## src/rtl/kst_div.sv

```systemverilog
// Shared restoring divider, one quotient bit per cycle, unsigned operands.
// No package dependency.
`default_nettype none
module kst_div #(
  parameter int DW = 56
) (
  input  wire logic          clk,
  input  wire logic          rst_n,
  input  wire logic          start,
  input  wire logic [DW-1:0] dividend,
  input  wire logic [31:0]   divisor,
  output logic               done,
  output logic [DW-1:0]      quotient
);
  localparam int CW = $clog2(DW + 1);

  logic [CW-1:0] cnt_r;
  logic          done_r;
  logic [DW-1:0] dvd_r;
  logic [31:0]   dsr_r;
  logic [32:0]   rem_r;
  logic [32:0]   rem_sh;
  logic          fits;

  assign rem_sh = {rem_r[31:0], dvd_r[DW-1]};
  assign fits   = rem_sh >= {1'b0, dsr_r};

  always_ff @(posedge clk) begin
    if (!rst_n) begin
      cnt_r  <= '0;
      done_r <= 1'b0;
    end else begin
      done_r <= 1'b0;
      if (start) begin
        cnt_r <= CW'(DW);
      end else if (cnt_r != '0) begin
        cnt_r  <= cnt_r - CW'(1);
        done_r <= (cnt_r == CW'(1));
      end
    end
    if (start) begin
      dvd_r <= dividend;
      dsr_r <= divisor;
      rem_r <= '0;
    end else if (cnt_r != '0) begin
      rem_r <= fits ? (rem_sh - {1'b0, dsr_r}) : rem_sh;
      dvd_r <= {dvd_r[DW-2:0], fits};
    end
  end

  assign done     = done_r;
  assign quotient = dvd_r;
endmodule
`default_nettype wire

```

## config.mk

```make
export PLATFORM = sky130hd
export DESIGN_NAME = kst_div
export DESIGN_NICKNAME = d
export VERILOG_FILES = /design/src/rtl/kst_div.sv
export SDC_FILE = /design/constraint.sdc
export NUM_CORES = 1
export LEC_CHECK = 0
export BUFFER_PORTS_ARGS = -buffer_cell sky130_fd_sc_hd__buf_2
export CORE_AREA = 2 2 143 145
export CTS_BUF_LIST = sky130_fd_sc_hd__clkbuf_4 sky130_fd_sc_hd__clkbuf_8
export CTS_CLUSTER_DIAMETER = 50
export CTS_CLUSTER_SIZE = 30
export DETAILED_ROUTE_END_ITERATION = 8
export DIE_AREA = 0 0 145 147
export GPL_TIMING_DRIVEN = 0
export MAX_ROUTING_LAYER = met4
export SYNTH_ARGS = -nofsm -noshare
export SYNTH_HDL_FRONTEND = slang
export SYNTH_SLANG_ARGS = --single-unit
```

## constraint.sdc

```tcl
create_clock -name clk -period 3.2 [get_ports clk]
set_input_delay 0.96 -clock clk [delete_from_list [all_inputs] [get_ports clk]]
set_output_delay 0.96 -clock clk [all_outputs]
set_load 0.05 [all_outputs]
```

Yosys cells after proc, flatten, opt, wreduce, memory -nomap -nowiden

Cells that the tools add are included.

Reduce and logical (&&, ||, !) cells: 4
$add $sub $neg: 2
Mux-type cells: 5
Order comparisons: 1
Bitwise logic cells: 2
Equal/unequal tests: 1

Operators by type and width:

| operator                                          | count |
|---|---|
| two-way mux 56 bit                                | 2 |
| greater-or-equal comparator 33 x 32 -> 1 bit      | 1 |
| two-way mux 32 bit                                | 1 |
| subtractor 32 bit                                 | 1 |
| two-way mux 6 bit                                 | 2 |
| == test 6 x 1 -> 1 bit (second input constant)    | 1 |
| nonzero test 6 bit                                | 1 |
| subtractor 6 x 1 -> 6 bit (second input constant) | 1 |
| OR reduction 3 bit                                | 1 |
| inverter 1 bit                                    | 2 |
| nonzero test 2 bit                                | 1 |
| OR reduction 2 bit                                | 1 |

Logic and storage cells: 21
Output and inout port bits: 57
Bits in registers: 127

Depth between registers and ports, before layout

Word-level depth: 3
Gate-level depth with buffers: 14

Worst setup path after synthesis

Ideal clock, no wire load.

Path type: register to register
Start point: register cnt_r[0]
End point: register dvd_r[0], in the netlist quotient[0] (enable)
Setup slack: 0.124 ns
Cell stages (with the launch flop): 7
Clock period less this slack: 3.076 ns
Data required time: 2.565 ns
Arrival: 2.441 ns
Cell sequence: dfxtp_1 inv_1 ha_1 nand2_1 nor3_1 clkbuf_1 nand2_1

Cells in the longest elaborated chain, start to end: 2

Ends and longest elaborated chain:

| what                                | RTL line | source |
|---|---|---|
| from (decl)                         | 17       | `logic [CW-1:0] cnt_r;` |
| from (signal assigned)              | 35       | `cnt_r <= CW'(DW);` |
| from (signal assigned)              | 37       | `cnt_r <= cnt_r - CW'(1);` |
| nonzero test 6 bit                  | 45       | `end else if (cnt_r != '0) begin` |
| nonzero test 2 bit (no source line) | --       |  |
| to (signal assigned)                | 42       | `dvd_r <= dividend;` |
| to (signal assigned)                | 47       | `dvd_r <= {dvd_r[DW-2:0], fits};` |
| to (decl)                           | 19       | `logic [DW-1:0] dvd_r;` |

No other way between the ends.
A chain may end at the register's enable or synchronous reset.

Worst setup path in the final report

Start point: register dsr_r[18]
End point: register rem_r[9]

Cells in the longest elaborated chain, start to end: 2

Ends and longest elaborated chain:

| what                                         | RTL line | source |
|---|---|---|
| from (decl)                                  | 20       | `logic [31:0] dsr_r;` |
| from (signal assigned)                       | 43       | `dsr_r <= divisor;` |
| greater-or-equal comparator 33 x 32 -> 1 bit | 26       | `assign fits = rem_sh >= {1'b0, dsr_r};` |
| two-way mux 32 bit                           | 46       | `rem_r <= fits ? (rem_sh - {1'b0, dsr_r}) : rem_sh;` |
| to (signal assigned)                         | 46       |  |
| to (decl)                                    | 21       | `logic [32:0] rem_r;` |

No other way between the ends.

==> impl_metrics.csv <==
group,metric,value,unit
timing,period_minus_slack,3100,ps
logic_synthesis,synth_mux_area_frac,0.1107,
worst_setup_path,crit_arrival,3460,ps
job,cap_violations,0,
logic_synthesis,syn-num-nets,734,
logic_synthesis,yosys_warnings,0,
clocking,cts_num_sinks,127,
logic_synthesis,synthXorXnorAreaFrac,0.03831,
timing,fmax,0.3226,GHz
logic_synthesis,async_flop_share,0,
floorplan,core_region_area,0.01984,mm²
clocking,cts_tree,"built",
final_layout,nets,916,
routing,post_drt_wl_per_cell,16.84,µm
worst_setup_path,startpoint,"dsr_r[18]",
outcome,status,"complete, no violations",
final_layout,drive_gt1_frac,0.3711,
worst_setup_path,r2r-start,"dsr_r[18]",
worst_setup_path,cp.required,3560,ps
timing,tightestPinTransition,726.4,ps
logic_synthesis,synth_compound_area_frac,0.1536,
floorplan,ios,148,
routing,via_per_inst,4.986,
timing,setup_ws,100.1,ps
global_routing,grt_max_degree,40,
logic_synthesis,synth-seq-cells,127,
floorplan,start_util,0.3456,
global_routing,overflow,0,
routing,drt_iter0_drc,350,
placed_design,gp_congestion,0.8623,
placed_design,dp_hpwl,12940,µm
logic_synthesis,ys_types,69,
global_routing,grt_usage,0.1707,
logic_synthesis,synthCells,608,
logic_synthesis,synth_seq_area_share,0.4992,
worst_setup_path,crit_path_end,"rem_r[9]",
timing,setup-tns-final,0,ps
logic_synthesis,synth_ff_type,"edfxtp_1",
floorplan,num_rows,52,
floorplan,die_height,147,µm
final_layout,layout_common_cells,"buf_2, edfxtp_1, mux2_2",
clocking,root_buffer,"clkbuf_8",
timing,hold_violations,0,
global_routing,antenna_found_initial,1,
final_layout,layout_commonest_cell,"buf_2",
worst_setup_path,r2r_setup_slack,100,ps
logic_synthesis,synth_simple_gate_area_frac,0.09214,
worst_setup_path,worstReg2RegEnd,"rem_r[9]",
worst_setup_path,crit_path_end_kind,"register",
worst_hold_path,hold_start,"rem_r[24]",
worst_hold_path,hold_path.class,"reg -> reg",
routing,route.detailed.drc,0,
logic_synthesis,synth_top_family_by_area,"compound AO/OA/AOI/OAI gates",
logic_synthesis,syn_area,0.006858,mm²
routing,drt_pass1_iterations,4,
routing,route.met3.wl,464,µm
worst_setup_path,cp_max_fo,7,
routing,topRoutingLayerUsed,"met4",
placed_design,io_buffers,147,
timing,skew,16.83,ps
logic_synthesis,synthAdderAreaFrac,0.06495,
timing,setup_viol,0,
logic_synthesis,ys_top_cells_by_area,"edfxtp_1, dfxtp_1, mux2_2",
routing,wl_met2,8783,µm
final_layout,num-fill-cells,1911,
clocking,cts_buffers,17,
power,powerDensity,623.6,mW/mm²
final_layout,areaGrowthSynthToFinish,25.89,%
routing,wl_met1,8390,µm
clocking,clock_latency,460,ps
routing,routed_wl,18090,µm
worst_setup_path,crit_path_start_kind,"register",
routing,via_count,5355,
clocking,cts_htree_levels,4,
clocking,cts_buffer_depth,2,
logic_synthesis,netlist.area_leader.share,0.3853,
logic_synthesis,syn_avg_cell_area,11.28,µm²
global_routing,grt_pass1_vias,5362,
logic_synthesis,synth_top_area_cell,"edfxtp_1",
power,power.leakage,3.661,nW
global_routing,grt_pass1_wl,27880,µm
worst_setup_path,r2r_cells,13,
timing,maxSlewHeadroom,0.5157,
clocking,clk_pin_slew,90,ps
worst_setup_path,critPathKind,"reg -> reg",
routing,postRouteAntennaNets,0,
floorplan,dieArea,0.02132,mm²
power,irDropWorstVdd,0.2698,mV
timing,fin_crit_sh,0.9687,
logic_synthesis,synth_enable_flop_cells,88,
timing,slew_violations,0,
placed_design,post-place-ws,-461.5,ps
floorplan,die_x,145,µm
-- kinds of logic after synthesis --
group,count (synthesis)
DFF,127
xor gates and xnor gates,30
and+or+nand+nor,132
AOI/OAI and AO/OA,148
buffers and inverters,67
adders and majority gates,35
muxes,69
-- per-layer routing --
metal | up-vias | GRT usage
met3 | 29 | 0.03106
met2 | 104 | 0.2729
met5 | - | -
met4 | 0 | 0.07673
met1 | 2571 | 0.2121
li1 | 2651 | -
-- worst max-delay path: stages, from the launching register on --
cell and delay, ps:
edfxtp_1 400, inv_2 80, ha_4 220, a21o_1 180
a221o_1 330, or3_4 390, a211oi_4 290, o21ai_4 100
a31oi_4 250, buf_6 130, nor2_4 60, clkbuf_16 210
mux2i_1 120, a211oi_1 230
-- worst min path at each step --
| stage | end | cells past startpoint |
|---|---|---|
| after floorplan | done | 1 |
| after global placement | rem_r[29] | 2 |
| after detailed placement | rem_r[2] | 2 |
| after CTS | done | 1 |
| after global routing | rem_r[22] | 2 |
| final | rem_r[25] | 2 |
-- area by class of cell --
class                           count  area, µm²  share of cell area
Antenna cell                        1      2.502           0.0002899
Sequential cell                   127       3423              0.3965
Tap cell                          270      337.8             0.03913
Multi-Input combinational cell    414       3306              0.3829
Buffer                             25      148.9             0.01725
Clock buffer                       17      234.0             0.02710
Inverter                           41      153.9             0.01783
Timing Repair Buffer              164      900.9              0.1043
Clock inverter                     15      126.4             0.01464
-- synth_stat cells (3+ instances only) --
library cell and instances:
nor2_1 44, edfxtp_1 88, a211oi_1 20, nand2_1 35
and2_1 6, dfxtp_1 39, nor4_1 4, xor2_1 11
a21o_1 19, inv_1 41, a311oi_1 8, ha_1 34
mux2_2 55, nand3_1 8, nor3_1 9, xnor2_1 19
a31oi_1 7, clkbuf_1 20, o21ai_0 18, a21oi_1 32
o21bai_1 3, mux2i_1 14, o211ai_1 4, and3_1 6
a21boi_0 4, nor2b_1 3, a311o_1 4
-- stage by stage --
stage | hold WS, ps | std cells | util | power [W] | area (µm²)
2_1_floorplan | 466.6 | 608 | - | 0.003504 | 6858
3_3_place_gp | 487.2 | 1025 | 0.3997 | 0.003939 | 7931
3_5_place_dp | 498.5 | 1026 | 0.4008 | 0.003954 | 7954
4_1_cts | 501.7 | 1061 | 0.4219 | 0.005315 | 8372
5_1_grt | 535.3 | 1074 | 0.4351 | 0.005664 | 8633
6_report | 502.6 | 1074 | 0.4351 | 0.005384 | 8633
-- power by group --
part           total (W)  leakage (nW)  internal [W]  switching [W]
clock network    0.00132         0.172      0.000559       0.000759
registers        0.00215          1.22       0.00201       0.000134
logic            0.00192          2.27      0.000710        0.00121
-- sequential cells by signal (all words and copies together), names as in the netlist --
signal / count
done: 1
quotient: 56
cnt_r: 6
dsr_r: 32
rem_r: 32
-- timing repair --
item / CTS / global route
pin swaps: 3 / 17
setup buffers: 3 / 11
resized for setup: 8 / 35
hold buffers: 0 / 0
setup endpoints to repair: 71 / 68
gates cloned: 0 / 2
hold endpoints to repair: 0 / 0
Note: power is estimated with default switching activity, not from simulation.
