<file path="config.mk">
export PLATFORM = sky130hd
export DESIGN_NAME = kst_state_ram
export DESIGN_NICKNAME = d
export VERILOG_FILES = /design/src/rtl/kst_pkg.sv /design/src/rtl/kst_state_ram.sv
export SDC_FILE = /design/constraint.sdc
export NUM_CORES = 1
export LEC_CHECK = 0
export ABC_AREA = 0
export BUFFER_PORTS_ARGS = -buffer_cell sky130_fd_sc_hd__buf_2
export CAP_MARGIN = 40
export CORE_ASPECT_RATIO = 1.5
export CORE_MARGIN = 5
export CORE_UTILIZATION = 35
export DETAILED_ROUTE_END_ITERATION = 7
export HOLD_SLACK_MARGIN = 0.03
export SLEW_MARGIN = 5
export SYNTH_ARGS = -nofsm -noshare
export SYNTH_HDL_FRONTEND = slang
export SYNTH_SLANG_ARGS = --single-unit
export TNS_END_PERCENT = 30
</file>
<file path="constraint.sdc">
create_clock -name clk -period 4.8 [get_ports clk]
set_input_delay 0 -clock clk [delete_from_list [all_inputs] [get_ports clk]]
set_output_delay 0 -clock clk [all_outputs]
set_load 0.005 [all_outputs]
</file>
<file path="src/rtl/kst_pkg.sv">
// Shared types, register indexes, constants and saturation helper for the
// Know Sure Thing oscillator. No dependencies.
`default_nettype none
package kst_pkg;

  typedef struct packed {
    logic [31:0] price_sample;
    logic        last_in_series;
  } kst_in_t;

  typedef struct packed {
    logic signed [31:0] kst_value;
    logic signed [31:0] signal_value;
    logic               options_invalid;
    logic               divide_fault;
  } kst_out_t;

  localparam logic [2:0] REG_LOOKBACK_1 = 3'd0;
  localparam logic [2:0] REG_LOOKBACK_2 = 3'd1;
  localparam logic [2:0] REG_LOOKBACK_3 = 3'd2;
  localparam logic [2:0] REG_LOOKBACK_4 = 3'd3;
  localparam logic [2:0] REG_PERIOD_1   = 3'd4;
  localparam logic [2:0] REG_PERIOD_2   = 3'd5;
  localparam logic [2:0] REG_PERIOD_3   = 3'd6;
  localparam logic [2:0] REG_PERIOD_4   = 3'd7;

  localparam logic [2:0]  ST_SIG    = 3'd4;
  localparam logic [31:0] KST_DIV   = 32'd10;
  localparam logic [8:0]  INDEX_MAX = 9'd511;
  localparam logic signed [31:0] S32_MAX = 32'sh7FFFFFFF;
  localparam logic signed [31:0] S32_MIN = 32'sh80000000;

  function automatic logic signed [31:0] sat32(input logic signed [63:0] v);
    logic signed [31:0] res;
    if (v > 64'sh000000007FFFFFFF) begin
      res = S32_MAX;
    end else if (v < -64'sh0000000080000000) begin
      res = S32_MIN;
    end else begin
      res = v[31:0];
    end
    return res;
  endfunction

endpackage
`default_nettype wire

</file>
<file path="src/rtl/kst_state_ram.sv">
// Average store: four smoothed rates and the signal average, registered read,
// per-entry valid bits so a restart clears at once. Uses kst_pkg.
`default_nettype none
module kst_state_ram (
  input  wire logic        clk,
  input  wire logic        rst_n,
  input  wire logic        clear,
  input  wire logic        wr_en,
  input  wire logic [2:0]  wr_addr,
  input  wire logic [31:0] wr_data,
  input  wire logic        rd_en,
  input  wire logic [2:0]  rd_addr,
  output logic [31:0]      rd_data
);
  import kst_pkg::*;
  logic [31:0] mem [5];
  logic [4:0]  valid_r;
  logic [31:0] rd_data_r;

  always_ff @(posedge clk) begin
    if (!rst_n || clear) begin
      valid_r <= '0;
    end else if (wr_en) begin
      valid_r[wr_addr] <= 1'b1;
    end
    if (wr_en) begin
      mem[wr_addr] <= wr_data;
    end
    if (rd_en) begin
      rd_data_r <= valid_r[rd_addr] ? mem[rd_addr] : 32'd0;
    end
  end

  assign rd_data = rd_data_r;
endmodule
`default_nettype wire

</file>
Word level (Yosys, flattened, before mapping)
Memories as Yosys holds them, arrays and structs flattened. A register that Yosys moved wholly into a read port is not among the register bits.
Cells that the tools add are included.
{ "classes": {"order_cmp": 3, "muxes": 6, "bitwise": 1, "n_reduce_logical": 4} }
{ "ops": {"columns": ["op", "n"], "rows": [
  ["$lt A3 B4 Y1 const B", 2],
  ["$or A5 B5 Y5", 1],
  ["$mux W1", 4],
  ["$bmux W1 S3", 1],
  ["$demux W1 S3", 1],
  ["$ge A3 B1 Y1 const B", 1],
  ["$logic_not A1 Y1", 2],
  ["$logic_and A1 B1 Y1", 1],
  ["$logic_or A1 B1 Y1", 1]
]} }
{ "totals": {"ff_bits": 5, "ramBits": 160, "inputBits": 43, "memories": 1} }
{ "mem_list": {"columns": ["memory", "depth", "word_bits", "read_ports", "rd_clocked_by_memory_dff", "write_ports", "line_no", "rtl"], "rows": [
  ["mem", 5, 32, 1, 1, 1, "kst_state_ram.sv:16", "logic [31:0] mem [5];"]
]} }

Logic depth before layout (Yosys ltp)
Gate-level depths: netlist of run 1.
{ "logic_depth": {"word_depth": 5, "ltp_mapped": 5, "ltp_nobuf": 3} }

Worst setup path before layout of run 1
Ideal clock, no wire load.
{ "synth_path": {"kind": "in2reg", "from": "in wr_addr[1]", "to": "mem mem[0][0], enable pin", "setup_time_ns": 0.518, "arrival_ns": 3.499, "required_time_ns": 4.282, "slack_ns": 0.783, "stages": 1, "n_path_buf": 0, "cell_sequence": "nor4b_1"} }
{ "synth_rtl": {"columns": ["element", "line_no", "rtl"], "rows": [
  ["start, declared", "kst_state_ram.sv:9", "input wire logic [2:0] wr_addr,"],
  ["end, declared", "kst_state_ram.sv:16", null]
]} }
No word-level cell before the write port.

Worst setup path in the final report of run 1
{ "layout_path": {"from": "in rd_addr[0]", "to": "reg rd_data_r[24] (netlist: rd_data[24]), read port of mem (data pin)"} }
{ "layout_between": {"elab_chain_len": 3} }
{ "layout_rtl": {"columns": ["element", "line_no", "rtl"], "rows": [
  ["start, declared", "kst_state_ram.sv:12", "input wire logic [2:0] rd_addr,"],
  ["$bmux W1 S3", "kst_state_ram.sv:30", "rd_data_r <= valid_r[rd_addr] ? mem[rd_addr] : 32'd0;"],
  ["$mux W1 (implied by the code)", "kst_state_ram.sv:30", null],
  ["$logic_not A1 Y1 (no source line)", null, null],
  ["end, declared", "kst_state_ram.sv:18", "logic [31:0] rd_data_r;"]
]} }
Parallel ways exist; a longest one is shown, timed or not. The select of a mux whose other input is x is not followed.
A chain may end at the register's enable or synchronous reset.

==> results.sh, run 1 <==
export IMPL_syn_area_mm2=0.007189
export IMPL_worst_path_max_fanout=19
export IMPL_core_mm2=0.02034
export IMPL_mostFrequentLayoutCell="edfxtp_1"
export IMPL_clockRootBuffer="clkbuf_16"
export IMPL_synth_cells=298
export IMPL_grt_pass1_vias=3647
export IMPL_port_buffers=74
export IMPL_min_period_ps=1665
export IMPL_synth_cell_types=20
export IMPL_timing_rr_start="valid_r[1]"
export IMPL_grt_first_pass_wirelength_mm=21.04
export IMPL_clock_path_buffers=2
export IMPL_critPathSlowestCell="mux4_1"
export IMPL_wl_per_cell_um=19.22
export IMPL_yosysTopAreaCell="edfxtp_1"
export IMPL_pin_count=75
export IMPL_synthTopCellsByArea="edfxtp_1, mux4_2, a22o_1"
export IMPL_p_switching_w=0.0007264
export IMPL_fp_row_count=64
export IMPL_p_total_w=0.003430
export IMPL_synth_ff_latch_count=197
export IMPL_worstSetupPathDepth=4
export IMPL_syn2layout_area_growth_pct=22.76
export IMPL_die_w_um=127.0
export IMPL_p_sw_share_pct=21.18
export IMPL_post_dp_cell_area_mm2=0.007929
export IMPL_status="finished, final reports clean"
export IMPL_drc=0
export IMPL_synth_seq_area_share_pct=81.59
export IMPL_clk_pin_slew_worst_paths_ps=80
export IMPL_fmax_mhz=600.5
export IMPL_hold_viol=0
export IMPL_die_area_mm2=0.02357
export IMPL_p_int_w=0.002703
export IMPL_tns_ps=0
export IMPL_antenna_found_initial=0
export IMPL_yosys_warnings=0
export IMPL_dr_first_iter_drc_count=145
export IMPL_synth_top_area_share_pct=80.19
export IMPL_cts_buffers_inserted=17
export IMPL_fillers=1782
export IMPL_final_nets=464
export IMPL_synth_avg_cell_area_um2=24.13
export IMPL_routed_wl_mm=13.42
export IMPL_first_pass_iters=4
export IMPL_cts_tree="built"
export IMPL_required_ps=4990
export IMPL_hp_start="rd_en"
export IMPL_rsz0062_at_grt="false"
export IMPL_drive_above_1_share_pct=35.48
export IMPL_grtUsageTotal_pct=12.00
export IMPL_ff_latch_area_mm2=0.005866
export IMPL_crit_arrival_ps=1850
export IMPL_design_area_mm2=0.008826
export IMPL_final_cell_mix="edfxtp_1, buf_2, dlygate4sd3_1, a22o_1, mux4_2"
export IMPL_antenna_cells=0
export IMPL_power_frac_comb_pct=4.9
export IMPL_initial_core_util_pct=35.35
export IMPL_power_density_mw_per_mm2=388.6
export IMPL_rr_endpoint="rd_data[3]"
export IMPL_min_period_over_period_pct=34.69
export IMPL_cp_slowest_stage_delay_ps=610
export IMPL_regToRegSetupSlack_ps=3280
export IMPL_dp_hpwl_mm=7.987
export IMPL_leakage_nw=2.994
export IMPL_fin_util_pct=43.39
export IMPL_startpoint_type="input port"
export IMPL_end_kind="flop"
export IMPL_power_frac_seq_pct=57.0
export IMPL_rr_worst_depth=4
export IMPL_maxSlewHeadroom_pct=54.82
export IMPL_insertion_delay_ps=430
export IMPL_htree_levels=4
export IMPL_viasPerCell=4.799
export IMPL_gp_congestion=0.6552
export IMPL_setup_viol=0
export IMPL_min_to="rd_data[21]"
export IMPL_path_class="in2reg"
export IMPL_syn_nets=341
export IMPL_cp_cell_sequence="buf_2, buf_4, mux4_1, a22o_1"
export IMPL_multi_input_area_mm2=0.001222
export IMPL_crit_buf_inv=2
export IMPL_vias=3350
export IMPL_ant_nets=0
export IMPL_clkPwrFrac_pct=38.1
export IMPL_maxCapViolCount=0
export IMPL_cts_resized=0
export IMPL_grt_max_degree=34
export IMPL_worst_hold_path_num_cells=1
export IMPL_cp_top_family="buffers and inverters"
export IMPL_hp_class="in2reg"
export IMPL_fin_skew_ps=12.87
export IMPL_ir_worst_vdd_mv=0.2330
export IMPL_worst_pin_slew_ps=677.8
export IMPL_grt_overflow=0
export IMPL_die_h_um=185.5
export IMPL_slew_viol_final=0
export IMPL_clock_sinks=197
## cell type report
type	count	area share (%)
Clock inverter	15	1.375
Sequential cell	197	66.46
Timing Repair Buffer	119	9.753
Multi-Input combinational cell	86	13.85
Clock buffer	17	4.820
Tap cell	264	3.743
## cell usage after synthesis (all sizes together)
master,number
and4b,1
nand2,1
edfxtp,192
buf,11
nor4b,1
o21ba,1
nor4bb,3
mux2i,2
a22o,32
nor3,1
nor2,8
mux4,32
nand2b,2
or2,1
o22ai,1
dfxtp,5
clkbuf,4
## worst register-to-register path, cell delays in order, from the launching register on
cell and delay (ps):
dfxtp_1 310, mux2i_1 250, o22ai_4 260, buf_16 240, a22o_1 220
## kinds of logic after synthesis
| logic type | share of synthesized area (%) |
|---|---|
| flip-flops | 81.59 |
| AO/OA/AOI/OAI | 4.316 |
| multiplexers | 10.41 |
| AND/OR/NAND/NOR | 1.479 |
| buffers and inverters | 2.210 |
## layer usage
layer | GRT usage, % | vias to the layer above | part of all wire (%)
met5 | 0 | - | 0
met4 | 4.637 | 0 | 1.4
met3 | 2.871 | 10 | 3.3
met2 | 21.27 | 62 | 54
met1 | 14.11 | 1759 | 41
li1 | - | 1519 | -
## power by group through the flow
stage,clock [W],combinational (W),sequential (W)
finish,0.00131,0.000167,0.00196
global route,0.00141,0.000183,0.00196
CTS,0.00133,0.000173,0.00196
detailed placement,0,0.000149,0.00200
global placement,0,0.000138,0.00199
floorplan,0,0.0000734,0.00199
## sequential cells by signal (all words and copies together), names as in the netlist
register / cells
mem: 160
rd_data: 32
valid_r: 5
## per-stage QoR
stage | hold WS, ps | std cells | worst slack, ps
after global routing | 80.39 | 698 | 2982
after CTS | 73.46 | 698 | 3061
after global placement | 222.9 | 627 | 2450
after floorplan | 98.87 | 298 | 783.0
after detailed placement | 231.9 | 631 | 2597
final | 64.21 | 698 | 3135
## how the worst max path moves through the flow
stage	from	to	slack, ps
after CTS	rd_addr[0]	rd_data[24]	3060
after global routing	rd_addr[0]	rd_data[24]	2980
after floorplan	wr_addr[1]	mem[0][0]	780
after detailed placement	rd_addr[0]	rd_data[24]	2600
final	rd_addr[0]	rd_data[24]	3130
after global placement	rd_addr[1]	rd_data[24]	2450
## timing repair
action	CTS	global route
buffers inserted	0	0
hold buffers	35	0
hold endpoints to repair	164	0
(Power assumes the default switching activity.)
==> inputs of run 2 (changes only) <==
clock period = 1.6 ns   (was 4.8 ns; I/O delays follow)
==> run 2 against run 1 <==
Effect of this change:
- power grew to 3.2 times the previous value
- sequential power grew to 3.0 times the previous value
- sequential share of layout area decreased by 1.2 points
- utilization rose by 0.83 points
- cell count grew 1.1%
- routed wire length grew 4.9%
- combinational power grew to 3.1 times the previous value
- clock power rose to 3.4 times the previous value
- sequential cell count did not move
- die area unchanged
- hold slack improved by 120 ps
- clock skew decreased by 5.5 ps
- critical endpoint is now rd_data[4]
==> results.sh, run 2 (same netlist as run 1, synthesis figures left out) <==
export IMPL_status="finished, final reports clean"
export IMPL_final_nets=472
export IMPL_fp_row_count=64
export IMPL_clkPwrFrac_pct=41.2
export IMPL_ant_nets=0
export IMPL_gp_congestion=0.6928
export IMPL_ff_latch_area_mm2=0.005866
export IMPL_initial_core_util_pct=35.35
export IMPL_min_period_over_period_pct=85.44
export IMPL_p_int_w=0.008742
export IMPL_crit_end="rd_data[4]"
export IMPL_viasPerCell=4.783
export IMPL_final_cell_mix="edfxtp_1, buf_2, dlygate4sd3_1, a22o_1, mux4_2"
export IMPL_insertion_delay_ps=420
export IMPL_die_h_um=185.5
export IMPL_required_ps=1760
export IMPL_end_kind="flop"
export IMPL_hold_viol=0
export IMPL_mostFrequentLayoutCell="edfxtp_1"
export IMPL_cp_cell_sequence="mux2i_1, o22ai_4, buf_12, a22o_1"
export IMPL_dr_first_iter_drc_count=157
export IMPL_grt_first_pass_wirelength_mm=21.33
export IMPL_power_frac_comb_pct=4.8
export IMPL_clock_path_buffers=2
export IMPL_die_area_mm2=0.02357
export IMPL_multi_input_area_mm2=0.001237
export IMPL_setup_viol=0
export IMPL_critPathSlowestCell="dfxtp_1"
export IMPL_crit_arrival_ps=1530
export IMPL_power_frac_seq_pct=54.0
export IMPL_slew_viol_final=0
export IMPL_p_switching_w=0.002124
export IMPL_antenna_cells=0
export IMPL_syn2layout_area_growth_pct=25.11
export IMPL_cts_tree="built"
export IMPL_cp_startpoint="valid_r[3]"
export IMPL_dp_hpwl_mm=8.626
export IMPL_instances_no_fill=706
export IMPL_cp_slowest_stage_delay_ps=320
export IMPL_worst_path_max_fanout=32
export IMPL_htree_levels=4
export IMPL_dp_cells=639
export IMPL_power_density_mw_per_mm2=1208
export IMPL_grt_max_degree=33
export IMPL_clock_sinks=197
export IMPL_antenna_found_initial=1
export IMPL_min_period_ps=1367
export IMPL_grtUsageTotal_pct=12.27
export IMPL_port_buffers=74
export IMPL_core_mm2=0.02034
export IMPL_rr_endpoint="rd_data[4]"
export IMPL_grt_pass1_vias=3647
export IMPL_timing_rr_start="valid_r[3]"
export IMPL_regMostFlops="mem"
export IMPL_worst_pin_slew_ps=522.0
export IMPL_p_sw_share_pct=19.55
export IMPL_path_class="reg2reg"
export IMPL_tns_ps=0
export IMPL_wl_per_cell_um=19.92
export IMPL_clockRootBuffer="clkbuf_16"
export IMPL_routed_wl_mm=14.07
export IMPL_regToRegSetupSlack_ps=230
export IMPL_leakage_nw=3.094
export IMPL_fillers=1761
export IMPL_first_pass_iters=4
export IMPL_startpoint_type="flop"
export IMPL_maxCapViolCount=0
export IMPL_rr_worst_depth=4
export IMPL_pin_count=75
export IMPL_drc=0
export IMPL_fmax_mhz=731.5
export IMPL_rsz0062_at_grt="false"
export IMPL_drive_above_1_share_pct=36.43
export IMPL_fin_skew_ps=7.384
export IMPL_vias=3377
export IMPL_hp_class="in2reg"
export IMPL_ir_worst_vdd_mv=0.6844
export IMPL_cts_buffers_inserted=17
export IMPL_die_w_um=127.0
export IMPL_largest_reg_flops=160
export IMPL_grt_overflow=0
export IMPL_clk_pin_slew_worst_paths_ps=70
export IMPL_maxSlewHeadroom_pct=65.20
-- run 2: changes by cell type in the layout (fill, tap and decap cells not counted), moves of 2 or more --
cell and change:
buf_4 +6, inv_8 -2, buf_16 -2, inv_6 -2, clkbuf_1 +2, buf_12 +4, clkinvlp_4 -4, bufinv_16 +4
-- run 2: critical path: cells and delay by family (launching register included) --
| family | cells | cell delay, ps |
|---|---|---|
| buffers and inverters | 1 | 190 |
| AOI/OAI and AO/OA | 2 | 360 |
| DFF | 1 | 320 |
| muxes | 1 | 230 |
-- run 2: per-stage QoR --
step	util, %	power (W)	setup WS [ps]	area, um^2	hold slack (ps)
floorplan	-	0.006205	-153.7	7239	98.87
global placement	39.40	0.006424	89.40	8014	223.4
detailed placement	39.40	0.006449	54.67	8014	230.0
CTS	44.22	0.01099	230.7	8995	187.4
global route	44.22	0.01124	152.6	8995	195.2
finish	44.22	0.01087	232.9	8995	186.3
-- run 2: worst min path at each step --
stage	startpoint	endpoint	depth (start not counted)	slack (ps)
after floorplan	wr_data[0]	mem[0][0]	0	100
after global placement	wr_data[12]	mem[2][12]	1	220
after detailed placement	wr_data[26]	mem[1][26]	1	230
after CTS	rd_en	rd_data[15]	2	190
after global routing	rd_en	rd_data[30]	2	200
final	rd_en	rd_data[6]	2	190
-- run 2: per-layer routing --
metal	part of all wire [%]	global-route usage (%)	up-vias
li1	-	-	1531
met1	39	13.84	1757
met2	56	22.75	74
met3	3.7	2.527	13
met4	1.3	4.637	2
met5	0.050	0	-
-- run 2: what timing repair did --
item | in CTS | in global routing
hold buffers | 35 | 0
setup buffers | 0 | 0
gates resized for setup | 0 | 0
hold endpoints to repair | 164 | 0
-- run 2: layout make-up --
| class | count | share of cell area (%) |
|---|---|---|
| Clock inverter | 13 | 2.198 |
| Multi-Input combinational cell | 86 | 13.76 |
| Tap cell | 264 | 3.672 |
| Sequential cell | 197 | 65.21 |
| Clock buffer | 19 | 4.813 |
| Timing Repair Buffer | 127 | 10.35 |
-- run 2: power by group through the flow --
stage	Combinational (W)	Clock (W)	Sequential (W)
2_1_floorplan	0.000227	0	0.00598
3_3_place_gp	0.000448	0	0.00598
3_5_place_dp	0.000462	0	0.00599
4_1_cts	0.000532	0.00458	0.00587
5_1_grt	0.000560	0.00480	0.00588
6_report	0.000519	0.00448	0.00587
==> inputs of run 3 (changes only) <==
SETUP_SLACK_MARGIN = 0.3   (was default)
==> run 3 against run 2 <==
Effect of this change:
- via count up 0.18%
- critical path depth unchanged
- sequential cell count unchanged
- routed wire length up 0.23%
- non-clock buffer count down 3
- largest power group unchanged
==> results.sh, run 3 (same netlist as run 1, synthesis figures left out) <==
export IMPL_min_period_over_period_pct=81.61
export IMPL_fmax_mhz=765.8
export IMPL_p_int_w=0.008290
export IMPL_dp_hpwl_mm=8.160
export IMPL_vias=3383
export IMPL_hold_viol=0
export IMPL_p_switching_w=0.002191
export IMPL_viasPerCell=4.812
export IMPL_topRoutingLayerUsed="met5"
export IMPL_clock_path_buffers=2
export IMPL_die_h_um=185.5
export IMPL_die_w_um=127.0
export IMPL_met3_length_um=612
export IMPL_final_nets=469
export IMPL_final_cell_mix="edfxtp_1, buf_2, dlygate4sd3_1, mux4_2, a22o_1"
export IMPL_place_ws_ps=132.8
export IMPL_post_dp_cell_area_mm2=0.008029
export IMPL_worst_pin_slew_ps=331.3
export IMPL_required_ps=1780
export IMPL_grt_max_degree=34
export IMPL_cts_buffers_inserted=17
export IMPL_antenna_cells=0
export IMPL_drc=0
export IMPL_mostFrequentLayoutCell="edfxtp_1"
export IMPL_fin_skew_ps=7.143
export IMPL_maxSlewHeadroom_pct=77.92
export IMPL_fin_util_pct=44.00
export IMPL_antenna_found_initial=1
export IMPL_slew_viol_final=0
export IMPL_power_frac_seq_pct=56.0
export IMPL_first_pass_iters=5
export IMPL_gp_congestion=0.6417
export IMPL_initial_core_util_pct=35.35
export IMPL_dp_cells=636
export IMPL_instances_no_fill=703
export IMPL_path_class="reg2reg"
export IMPL_grtUsageTotal_pct=12.54
export IMPL_dr_first_iter_drc_count=225
export IMPL_worst_hold_path_num_cells=2
export IMPL_clkPwrFrac_pct=39.0
export IMPL_die_area_mm2=0.02357
export IMPL_insertion_delay_ps=430
export IMPL_grt_pass1_vias=3680
export IMPL_largest_reg_flops=160
export IMPL_htree_levels=4
export IMPL_core_mm2=0.02034
export IMPL_drt_met1_wl_mm=5.635
export IMPL_fin_ws_ps=294.2
export IMPL_fillers=1781
export IMPL_ff_latch_area_mm2=0.005866
export IMPL_regMostFlops="mem"
export IMPL_ant_nets=0
export IMPL_leakage_nw=3.038
export IMPL_wl_met2_mm=7.586
export IMPL_clock_sinks=197
export IMPL_wl_per_cell_um=20.06
export IMPL_ir_worst_vdd_mv=0.7328
export IMPL_min_period_ps=1306
export IMPL_power_density_mw_per_mm2=1171
export IMPL_setup_viol=0
export IMPL_routed_wl_mm=14.10
export IMPL_worst_path_max_fanout=32
export IMPL_grt_overflow=0
export IMPL_power_frac_comb_pct=5.0
export IMPL_rr_worst_depth=4
export IMPL_syn2layout_area_growth_pct=24.47
export IMPL_cts_tree="built"
export IMPL_holdWs_ps=61.59
export IMPL_hp_class="in2reg"
export IMPL_startpoint_type="flop"
export IMPL_multi_input_area_mm2=0.001237
export IMPL_fp_row_count=64
export IMPL_maxCapViolCount=0
export IMPL_design_area_mm2=0.008949
export IMPL_port_buffers=74
export IMPL_status="finished, final reports clean"
export IMPL_crit_arrival_ps=1490
export IMPL_pin_count=75
export IMPL_clk_pin_slew_worst_paths_ps=70
export IMPL_end_kind="flop"
export IMPL_rsz0062_at_grt="true"
export IMPL_p_sw_share_pct=20.90
export IMPL_grt_first_pass_wirelength_mm=21.66
export IMPL_drive_above_1_share_pct=36.90
export IMPL_clockRootBuffer="clkbuf_16"
==> run 3: final timing paths <==
path / from / slack [ps] / endpoint
worst max-delay path: valid_r[3] / 290 / rd_data[24]
worst min register to register: valid_r[2] / 500 / valid_r[2]
worst min-delay path: rd_en / 60 / rd_data[26]
worst max register to register: valid_r[3] / 290 / rd_data[24]
==> run 3: power by group through the flow <==
stage,sequential (W),combinational (W),clock (W)
6_report,0.00587,0.000529,0.00408
3_5_place_dp,0.00599,0.000470,0
5_1_grt,0.00588,0.000574,0.00439
4_1_cts,0.00587,0.000542,0.00420
3_3_place_gp,0.00598,0.000453,0
2_1_floorplan,0.00598,0.000227,0
==> run 3: what timing repair did <==
item                                   CTS  global route
resized for setup                        3             1
pin swaps                                1             0
cloned                                   0             0
setup endpoints to repair               32            32
endpoints found under the hold margin  165             0
setup buffers                            0             0
hold buffers                            35             0
==> run 3: worst max-delay path, cell delays in order, from the launching register on <==
cell	delay, ps
dfxtp_1	330
mux2i_2	200
o22ai_4	100
buf_12	190
a22o_1	240
==> run 3: stage by stage <==
step	setup TNS (ps)	power, W
4_1_cts	0	0.01061
2_1_floorplan	-1400	0.006206
3_5_place_dp	0	0.006457
5_1_grt	0	0.01084
6_report	0	0.01048
3_3_place_gp	0	0.006428
==> run 3: layer usage <==
metal,global-route usage [%],vias up
met4,5.281,2
met3,2.929,18
li1,-,1528
met1,14.88,1767
met5,0,-
met2,21.93,68
==> run 3: layout make-up <==
cell class / instances / share of cell area [%]
sequential: 197 / 65.55
timing repair buffer: 124 / 10.57
clock inverter: 14 / 1.566
multi-input combinational: 86 / 13.83
clock buffer: 18 / 4.796
tap: 264 / 3.691
